<file path="config.mk">
export PLATFORM = sky130hd
export DESIGN_NAME = ptb_back
export DESIGN_NICKNAME = d
export VERILOG_FILES = /design/src/sv/pixel_tint_blend_unit_macros.svh /design/src/sv/ptb_pkg.sv /design/src/sv/ptb_back.sv
export SDC_FILE = /design/constraint.sdc
export NUM_CORES = 1
export LEC_CHECK = 0
export BUFFER_PORTS_ARGS = -buffer_cell sky130_fd_sc_hd__clkbuf_2
export CELL_PAD_IN_SITES_DETAIL_PLACEMENT = 0
export CELL_PAD_IN_SITES_GLOBAL_PLACEMENT = 1
export CORE_AREA = 10 10 234 236
export CTS_CLUSTER_DIAMETER = 80
export CTS_CLUSTER_SIZE = 40
export DETAILED_ROUTE_END_ITERATION = 8
export DIE_AREA = 0 0 244 246
export PLACE_DENSITY_LB_ADDON = 0.08
export SYNTH_ARGS = -nofsm -noshare
export SYNTH_HDL_FRONTEND = slang
export SYNTH_SLANG_ARGS = --single-unit
</file>
<file path="constraint.sdc">
create_clock -name i_clk -period 9.05 [get_ports i_clk]
set_clock_uncertainty 0.2 [all_clocks]
set_input_delay 0.905 -clock i_clk [delete_from_list [all_inputs] [get_ports i_clk]]
set_output_delay 0.905 -clock i_clk [all_outputs]
set_load 0.05 [all_outputs]
</file>
<file path="src/sv/pixel_tint_blend_unit_macros.svh">
// Assertion macros shared by the pixel tint blend unit.
`ifndef PIXEL_TINT_BLEND_UNIT_MACROS_SVH
`define PIXEL_TINT_BLEND_UNIT_MACROS_SVH
`ifndef SYNTHESIS
// Plain property, checked at every clock edge outside reset.
`define PTB_ASSERT(lbl, clk, rst_n, prop) \
    lbl: assert property (@(posedge clk) disable iff (!rst_n) (prop)) \
        else $error("pixel_tint_blend_unit: check failed");
// Overlapping implication, checked outside reset.
`define PTB_ASSERT_IMPL(lbl, clk, rst_n, ante, cons) \
    lbl: assert property (@(posedge clk) disable iff (!rst_n) (ante) |-> (cons)) \
        else $error("pixel_tint_blend_unit: check failed");
`else
`define PTB_ASSERT(lbl, clk, rst_n, prop)
`define PTB_ASSERT_IMPL(lbl, clk, rst_n, ante, cons)
`endif
`endif

</file>
<file path="src/sv/ptb_pkg.sv">
// Types, constants and fixed-point helpers of the pixel tint blend unit.
package ptb_pkg;

    localparam int FRAC_BITS   = 16;
    localparam int FX_ONE      = 1 << FRAC_BITS;
    localparam int FX_HALF     = 1 << (FRAC_BITS - 1);
    localparam int COORD_LIMIT = 4096;

    // Luminosity weights in Q0.16, rounded to nearest; they sum to one.
    localparam logic [15:0] W_RED   = 16'((30 * FX_ONE + 50) / 100);
    localparam logic [15:0] W_GREEN = 16'((59 * FX_ONE + 50) / 100);
    localparam logic [15:0] W_BLUE  = 16'((11 * FX_ONE + 50) / 100);

    typedef enum logic [1:0] {
        MODE_OVERLAY = 2'd0,
        MODE_COLOR   = 2'd1,
        MODE_NORMAL  = 2'd2
    } t_mode;

    typedef enum logic [2:0] {
        CFG_BLEND_MODE     = 3'd0,
        CFG_TINT_RGB       = 3'd1,
        CFG_OPACITY        = 3'd2,
        CFG_REGION_X_START = 3'd3,
        CFG_REGION_X_END   = 3'd4,
        CFG_REGION_Y_START = 3'd5,
        CFG_REGION_Y_END   = 3'd6
    } t_cfg_idx;

    typedef struct packed {
        logic [11:0] pixel_x;
        logic [11:0] pixel_y;
        logic [7:0]  in_red;
        logic [7:0]  in_green;
        logic [7:0]  in_blue;
        logic [7:0]  in_alpha;
    } t_pix_in;

    typedef struct packed {
        logic [7:0] out_red;
        logic [7:0] out_green;
        logic [7:0] out_blue;
        logic [7:0] out_alpha;
    } t_pix_out;

    typedef struct packed {
        logic [1:0]  blend_mode;
        logic [23:0] tint_rgb;
        logic [8:0]  opacity;
        logic [12:0] region_x_start;
        logic [12:0] region_x_end;
        logic [12:0] region_y_start;
        logic [12:0] region_y_end;
    } t_cfg;

    // State of one item along the color clip pipeline. Channel values r and
    // mx are two's complement Q2.16; l is the backdrop luminosity.
    typedef struct packed {
        t_pix_out          orig;
        logic              tinted;
        logic [2:0][16:0]  ov;
        logic [2:0][18:0]  r;
        logic [16:0]       l;
        logic [18:0]       mx;
        logic              clip;
        logic [2:0]        neg;
    } t_side;

    // 8-bit channel to Q0.16: (v * 65536 + 127) / 255 equals v * 257 + v[7].
    function automatic logic [16:0] to_fx(input logic [7:0] v);
        return 17'({v, 8'd0}) + 17'(v) + 17'(v[7]);
    endfunction

    // Q0.16 to 8 bits: clamp to [0, one], then (c * 255 + half) >> 16.
    function automatic logic [7:0] to_u8(input logic signed [18:0] c);
        logic [16:0] u;
        logic [25:0] w;
        if (c < 0) begin
            u = '0;
        end else if (c > FX_ONE) begin
            u = 17'(FX_ONE);
        end else begin
            u = c[16:0];
        end
        w = 26'({u, 8'd0}) - 26'(u) + 26'(FX_HALF);
        return w[FRAC_BITS+7:FRAC_BITS];
    endfunction

endpackage

</file>
<file path="src/sv/ptb_back.sv">
// Back stages: blend mode select, conversion to 8 bits, opacity mix.
module ptb_back (
    input  logic              i_clk,
    input  logic              i_rst_n,
    input  logic              i_valid,
    input  ptb_pkg::t_side    i_side,
    input  ptb_pkg::t_cfg     i_cfg,
    output logic              o_valid,
    output ptb_pkg::t_pix_out o_item
);

    logic              r_v1, r_v2;
    logic [2:0][7:0]   r_bl1;
    ptb_pkg::t_pix_out r_orig1;
    logic              r_tint1;
    ptb_pkg::t_pix_out r_out2;

    logic [2:0][7:0]   n_bl1;
    ptb_pkg::t_pix_out n_out2;

    // Blended color by mode; unused mode code acts as normal replace.
    always_comb begin
        for (int i = 0; i < 3; i++) begin
            case (i_cfg.blend_mode)
                ptb_pkg::MODE_OVERLAY: n_bl1[i] = ptb_pkg::to_u8($signed({2'b0, i_side.ov[i]}));
                ptb_pkg::MODE_COLOR:   n_bl1[i] = ptb_pkg::to_u8($signed(i_side.r[i]));
                default:               n_bl1[i] = i_cfg.tint_rgb[23-8*i -: 8];
            endcase
        end
    end

    // Mix the blended color over the original by the opacity, saturated at 256.
    always_comb begin
        logic [8:0]  op;
        logic [16:0] w;
        logic [7:0]  orig [3];
        logic [7:0]  res  [3];
        op = (i_cfg.opacity > 9'd256) ? 9'd256 : i_cfg.opacity;
        orig[0] = r_orig1.out_red;
        orig[1] = r_orig1.out_green;
        orig[2] = r_orig1.out_blue;
        for (int i = 0; i < 3; i++) begin
            w = 17'(orig[i]) * 17'(9'd256 - op) + 17'(r_bl1[i]) * 17'(op) + 17'd128;
            res[i] = r_tint1 ? w[15:8] : orig[i];
        end
        n_out2 = '{res[0], res[1], res[2], r_orig1.out_alpha};
    end

    // Valid bits.
    always_ff @(posedge i_clk) begin
        if (!i_rst_n) begin
            r_v1 <= 1'b0;
            r_v2 <= 1'b0;
        end else begin
            r_v1 <= i_valid;
            r_v2 <= r_v1;
        end
    end

    // Payload registers.
    always_ff @(posedge i_clk) begin
        r_bl1   <= n_bl1;
        r_orig1 <= i_side.orig;
        r_tint1 <= i_side.tinted;
        r_out2  <= n_out2;
    end

    assign o_valid = r_v2;
    assign o_item  = r_out2;

endmodule

</file>
After elaboration in Yosys (flattened, before gate mapping)
Index checks and enable logic that the tools add are counted.
- register bits: 91
- input bits: 271
- output and inout bits: 33
- logic and storage cells: 73
- add/sub/neg operators: 19
- multipliers: 6
- magnitude comparators: 10
- eq/ne operators: 1
- multiplexer cells: 22
- reduce and logical (&&, ||, !) cells: 1
- operators by type and width (operator ; count):
    two-way mux 17 bit ; 15
    adder 24 x 16 -> 24 bit, second input constant ; 6
    subtractor 24 x 17 -> 24 bit ; 6
    greater-than comparator 19 x 18 -> 1 bit, second input constant ; 3
    less-than comparator 19 x 1 -> 1 bit, second input constant ; 3
    greater-than comparator 17 bit, second input constant ; 3
    adder 16 bit ; 3
    adder 16 x 8 -> 16 bit, second input constant ; 3
    multiplier 8 x 9 -> 16 bit ; 3
    case mux 8 bit (2 select lines) ; 3
    multiplier 8 x 17 -> 16 bit ; 2
    two-way mux 8 bit ; 3
    multiplier 9 x 10 -> 16 bit ; 1
    subtractor 9 x 9 -> 10 bit, first input constant ; 1
    greater-than comparator 9 bit, second input constant ; 1
    two-way mux 9 bit ; 1
    == test 2 x 1 -> 1 bit, second input constant ; 1
    logical NOT 2 bit ; 1

Logic depth before layout (Yosys ltp)
Gate-level depths: netlist of the first run.
- depth after elaboration: 7
- mapped depth: 30
- gate-level depth less buffers: 26

Least setup slack after synthesis of the first run
No wires, ideal clock.
- path kind: input to register
- from: in i_cfg[60] (netlist bit)
- to: reg r_out2, in the netlist o_item[22]
- library setup time: 0.121 ns
- data arrival time: 7.476 ns
- data required time: 8.729 ns
- setup slack: 1.253 ns
- stages on the path: 27
- path buffers: 4
- cells stage by stage: clkbuf_1 -> nor2b_1 -> clkbuf_1 -> clkbuf_1 -> inv_1 -> ha_1 -> xnor2_1 -> clkbuf_1 -> nand2_1 -> fa_1 -> fa_1 -> inv_1 -> fa_1 -> fa_1 -> fa_1 -> inv_1 -> fa_1 -> inv_1 -> ha_1 -> a2111oi_0 -> o31ai_1 -> o211ai_1 -> a211oi_1 -> or3_1 -> a21oi_1 -> xnor2_1 -> mux2_2
- RTL lines (item ; line ; source):
    start: declaration ; ptb_back.sv:7 ; input ptb_pkg::t_cfg i_cfg,
    end signal: assignment ; ptb_back.sv:65 ; r_out2 <= n_out2;
    end: declaration ; ptb_back.sv:16 ; ptb_pkg::t_pix_out r_out2;

==> out/results.tsv, run 1 <==
metric	value	unit
grt_first_pass_wirelength	94.4	mm
setup-violations-final	0	
final_nets	3680	
stdcell_area	0.0245	sq mm
critical_path_class	input port to flip-flop	
dpl_cell_area	0.0242	sq mm
vias_per_cell	4.88	
p_switching	4.67	mW
synth_edf_count	0	
cts_max_path_buffers	2	
synthCells	2514	
dp_hpwl	48.8	mm
p_int	4.53	mW
antenna_found_initial	6	
min_from	n_out2[6]$_DFF_P_	
overflow	0	
worst_pin_slew	0.957	ns
synth_common_cells	563 x inv_1, 363 x fa_1, 319 x ha_1	
r2r_cells	20	
core	0.0499	sq mm
crit_fanout	29	
slew-limit-headroom	36.2	%
gp_congestion	0.851	
io_pins	304	
synthTopCellsByArea	fa_1 33%, ha_1 18%, inv_1 9.5%	
syn_avg_cell_area	8.82	sq um
min_period_over_period	87.0	%
clkPwrFrac	4.5	%
drc	0	
numCtsBuffers	9	
area_growth_syn_to_layout	10.6	%
r2r-end	o_item[23]$_DFF_P_	
power_density	375	mW/mm^2
clock.fmax	127	MHz
seqPwrFrac	6.8	%
nFillCells	5026	
drt_iter0_drc	609	
peakVddDrop	532	uV
h-tree-depth	3	
min_path_type	flip-flop to flip-flop	
clock_sinks	91	
die-area	0.0600	sq mm
status	finished, final reports clean	
synth_warnings	0	
ctsHoldBuffers	0	
startpoint_type	input port	
hold_viol	0	
ff2ff_setup_slack	2.60	ns
clk_pin_slew_worst_paths	0.08	ns
drive_gt1_share	11.2	%
vias	16600	
die_h	246	um
initial_core_util	44.5	%
yosysTopAreaCell	fa_1	
hold_path_depth	0	
wl_per_cell	16.7	um
die_width	244	um
ys_ff_latch	91	
drv_cap	0	
cts_tree	done	
required	9.12	ns
combPwrFrac	88.6	%
cts_post_setup_buffers_inserted	0	
hold_end	o_item[6]$_DFF_P_	
power_leakage	12.8	nW
arrival	7.95	ns
ys_types	64	
port_buffers	211	
grt_max_degree	31	
r2r-start	r_orig1[17]$_DFF_P_	
synth_top_area_share	32.8	%
swShare	50.7	%
synthFlopType	dfxtp_1	
rsz0062_at_grt	no	
ant_nets	0	
slew_violations	0	
grt_pass1_vias	18100	
rows	82	
dr.pass1.iters	5	
cts_resized	0	
routed_wirelength	57.0	mm
tns	0	ns
ctsRootBufferMaster	clkbuf_16	
synth_seq_area_share	8.21	%
synth-async-reset-ratio	0	%
cp-end-kind	flip-flop	
synthesis.area	0.0222	sq mm
grt_usage	19.8	%
synth.most_common_cell	inv_1	
clkLatencyLatePin	0.40	ns
finalCriticalPeriod	7.88	ns
-- how the worst max path moves through the flow --
stage                    from  slack (ns)  cells after the start            endpoint
global route        i_cfg[60]        0.74                     26  o_item[23]$_DFF_P_
floorplan           i_cfg[60]        1.25                     27  o_item[22]$_DFF_P_
CTS                 i_cfg[60]        1.07                     26  o_item[23]$_DFF_P_
finish              i_cfg[60]        1.17                     24  o_item[31]$_DFF_P_
detailed placement  i_cfg[60]        0.64                     26  o_item[23]$_DFF_P_
global placement    i_cfg[60]        0.69                     26  o_item[23]$_DFF_P_
-- cell families (layout without fill, tap and decap cells) --
kind of cell,Yosys count,after routing,synth area share (%)
AO/OA/AOI/OAI,202,202,6.27
XOR/XNOR,101,101,3.99
adder cells (fa/ha/maj),682,682,50.8
buffers and inverters,640,822,10.9
flip-flops,91,91,8.21
multiplexers,32,32,1.57
other,2,42,0.0339
AND/OR/NAND/NOR,764,764,18.3
-- registers in the layout, summed over array words and instances, names as in the netlist --
name and cells:
o_valid 1, r_orig1 24, r_v1 1, o_item 32, n_out2 8, r_tint1 1, r_bl1 24
-- critical path: stages --
cell and delay [ns]:
clkbuf_2 0.18, nor2b_2 0.29, buf_4 0.37, nor3_1 0.13, xnor2_2 0.39, buf_4 0.34, nand2_1 0.11, fa_1 0.53
inv_1 0.04, ha_1 0.31, fa_1 0.53, fa_1 0.44, fa_1 0.54, inv_1 0.05, fa_1 0.55, inv_1 0.05
ha_1 0.29, a2111o_1 0.41, o221ai_1 0.38, a211oi_2 0.19, nor2_1 0.21, a21oi_1 0.16, mux2i_1 0.16, a2111o_1 0.35
-- per-stage QoR --
stage | hold slack (ns) | util [%] | instances | power (mW) | setup slack (ns)
final | 0.133 | 49.2 | 3408 | 9.20 | 1.17
after global routing | 0.138 | 49.2 | 3404 | 10.6 | 0.742
after CTS | 0.131 | 49.2 | 3404 | 9.39 | 1.07
after detailed placement | 0.113 | 48.6 | 3388 | 8.89 | 0.644
after global placement | 0.110 | 48.6 | 3388 | 8.80 | 0.693
after floorplan | 0.110 | - | 2550 | 7.24 | 1.25
-- routing by layer --
| metal | track usage, % | routed length, um |
|---|---|---|
| met2 | 35.8 | 29100 |
| met3 | 3.30 | 2390 |
| met5 | 0 | 35 |
| met4 | 4.51 | 917 |
| met1 | 24.1 | 24500 |
-- cell type report --
cell class	instances	area (sq um)	share of cell area, %
timing repair buffer	241	1280	5.22
clock inverter	7	76.3	0.311
clock buffer	9	225	0.918
antenna	4	10.0	0.0408
tap	672	841	3.43
multi-input combinational	1819	18100	74.0
sequential	91	1820	7.43
inverter	565	2120	8.65
-- power by group through the flow --
| stage | clock network (mW) | logic (mW) | registers (mW) |
|---|---|---|---|
| after detailed placement | 0 | 8.25 | 0.639 |
| after CTS | 0.435 | 8.32 | 0.630 |
| after floorplan | 0 | 6.44 | 0.799 |
| after global placement | 0 | 8.16 | 0.636 |
| after global routing | 0.446 | 9.56 | 0.641 |
| final | 0.417 | 8.16 | 0.629 |
-- layout by cell type (no fill, tap or decap), types with 5 or more instances in the layout --
cell type	Yosys	routed
a31oi_1	7	7
nor2b_1	34	27
o211ai_1	13	13
nor4_1	18	18
nor2b_2	0	7
nand2_1	217	217
o31ai_1	6	6
and3_1	7	7
ha_1	319	319
o21a_1	12	12
inv_1	563	563
nand3_1	29	29
conb_1	2	38
xor2_1	36	34
nand2b_1	26	26
clkbuf_16	0	9
o31a_1	5	5
xnor2_1	65	62
or3_1	15	15
clkbuf_2	0	211
or4_1	11	11
buf_4	1	30
o21bai_1	7	7
nor2_1	50	50
nor3_1	31	31
o21ai_0	23	23
a211oi_1	23	22
dfxtp_1	91	90
fa_1	363	363
mux2i_1	9	9
mux2_2	23	23
a21oi_1	50	50
a21o_1	19	19
and2_1	314	314
(Power assumes the default switching activity.)
==> run 2: changes to the inputs <==
--- a/config.mk
+++ b/config.mk
@@ -5,14 +5,14 @@
 export SDC_FILE = /design/constraint.sdc
 export NUM_CORES = 1
 export LEC_CHECK = 0
-export BUFFER_PORTS_ARGS = -buffer_cell sky130_fd_sc_hd__clkbuf_2
 export CELL_PAD_IN_SITES_DETAIL_PLACEMENT = 0
 export CELL_PAD_IN_SITES_GLOBAL_PLACEMENT = 1
-export CORE_AREA = 10 10 234 236
+export CORE_AREA = 10 10 178 347
 export CTS_CLUSTER_DIAMETER = 80
 export CTS_CLUSTER_SIZE = 40
 export DETAILED_ROUTE_END_ITERATION = 8
-export DIE_AREA = 0 0 244 246
+export DIE_AREA = 0 0 188 357
+export DONT_BUFFER_PORTS = 1
 export PLACE_DENSITY_LB_ADDON = 0.08
 export SYNTH_ARGS = -nofsm -noshare
 export SYNTH_HDL_FRONTEND = slang
==> out/results.tsv, run 2 (same netlist as run 1, synthesis figures left out) <==
metric	value	unit
regArea	0.00182	sq mm
status	finished, final reports clean	
dr.pass1.iters	5	
multi_input_area	0.0181	sq mm
worst_pin_slew	1.02	ns
vias_per_cell	4.95	
crit_fanout	13	
cts_post_setup_buffers_inserted	0	
drive_gt1_share	3.58	%
critical_path_class	input port to flip-flop	
clock.fmax	128	MHz
area_growth_syn_to_layout	6.13	%
final_nets	3465	
grt_max_degree	45	
clk_pin_slew_worst_paths	0.08	ns
n_antenna_cell	0	
clkLatencyLatePin	0.42	ns
numCtsBuffers	9	
rsz0062_at_grt	no	
slew_violations	0	
final_common_cell	inv_1	
wl_per_cell	19.2	um
drc	0	
drt_iter0_drc	464	
slew-limit-headroom	32.3	%
die_h	357	um
ant_nets	0	
routed_wirelength	62.7	mm
cts_max_path_buffers	2	
ctsHoldBuffers	0	
layout_common_cells	563 x inv_1, 363 x fa_1, 319 x ha_1	
ff2ff_setup_slack	2.45	ns
clock_sinks	91	
hold_path_depth	0	
grt_first_pass_wirelength	99.8	mm
h-tree-depth	3	
r2r-end	o_item[23]$_DFF_P_	
core	0.0560	sq mm
required	9.16	ns
r2r-start	r_orig1[17]$_DFF_P_	
min_path_type	flip-flop to flip-flop	
cts_resized	0	
die_width	188	um
largest_reg_flops	32	
min_from	n_out2[4]$_DFF_P_	
finalPower	9.32	mW
dp_hpwl	54.1	mm
hold_viol	0	
r2r_cells	20	
hold_end	o_item[4]$_DFF_P_	
port_buffers	0	
setup-violations-final	0	
io_pins	304	
tns	0	ns
min_period_over_period	86.4	%
grt_pass1_vias	18300	
drv_cap	0	
overflow	0	
nFillCells	5860	
ctsRootBufferMaster	clkbuf_16	
gp_congestion	0.823	
cp-end-kind	flip-flop	
hold_ws	0.132	ns
die-area	0.0671	sq mm
grt_usage	19.4	%
power_density	396	mW/mm^2
initial_core_util	39.6	%
arrival	7.93	ns
finalCriticalPeriod	7.82	ns
peakVddDrop	339	uV
antenna_found_initial	5	
power_leakage	12.0	nW
rows	123	
startpoint_type	input port	
cts_tree	done	
vias	16200	
## run 2: cell types whose count changed in the layout (fill, tap and decap cells not counted)
cell      delta
a211oi_1     +1
a211oi_2     -1
buf_12       +1
buf_4        -5
clkbuf_2   -211
clkinv_4     +2
clkinv_8     +1
diode_2      -4
inv_6        -2
inv_8        -1
nor2b_1      -1
nor2b_2      +1
## run 2: through the flow
step           cells  worst slack, ns  utilization, %  instance area (sq um)
6_report        3267             1.23            42.0                  23500
2_1_floorplan   2550             1.25               -                  22300
4_1_cts         3267             1.10            42.0                  23500
3_3_place_gp    3251            0.650            41.5                  23200
3_5_place_dp    3251            0.637            41.5                  23200
5_1_grt         3267            0.734            42.0                  23500
## run 2: how the worst max path moves through the flow
stage                     cells past startpoint                 end  slack (ns)       from
after floorplan                              27  o_item[22]$_DFF_P_        1.25  i_cfg[60]
after global placement                       22  o_item[14]$_DFF_P_        0.65  i_cfg[53]
after detailed placement                     23  o_item[23]$_DFF_P_        0.64  i_cfg[53]
after CTS                                    23  o_item[23]$_DFF_P_        1.10  i_cfg[53]
after global routing                         25  o_item[23]$_DFF_P_        0.73  i_cfg[53]
final                                        22  o_item[14]$_DFF_P_        1.23  i_cfg[53]
## run 2: per-layer routing
metal	share of wire (%)	global-route usage [%]
met1	32	17.8
met3	4.4	3.59
met5	0.046	0
met4	2.9	6.59
met2	61	40.6
## run 2: layout make-up
type	instances	share of cell area (%)
Multi-Input combinational cell	1819	77.1
Inverter	565	9.01
Sequential cell	91	7.74
Tap cell	750	3.99
Clock buffer	9	0.957
Timing Repair Buffer	26	0.882
Clock inverter	7	0.345
## run 2: worst max-delay path, cell delays in order
cell       delay, ns
nor2b_2         0.52
nor3_1          0.19
xnor2_2         0.60
buf_4           0.29
and2_1          0.16
fa_1            0.45
ha_1            0.33
fa_1            0.49
fa_1            0.50
fa_1            0.49
inv_1           0.05
fa_1            0.47
inv_1           0.05
ha_1            0.19
a2111oi_0       0.49
o31ai_1         0.17
o211ai_1        0.34
a211oi_1        0.27
or3_1           0.44
a21oi_1         0.19
xnor2_1         0.07
mux2_2          0.26
## run 2: report_power, final
part | internal, mW | switching (mW)
registers | 0.545 | 0.306
clock network | 0.196 | 0.218
logic | 3.78 | 4.28
total | 4.53 | 4.80
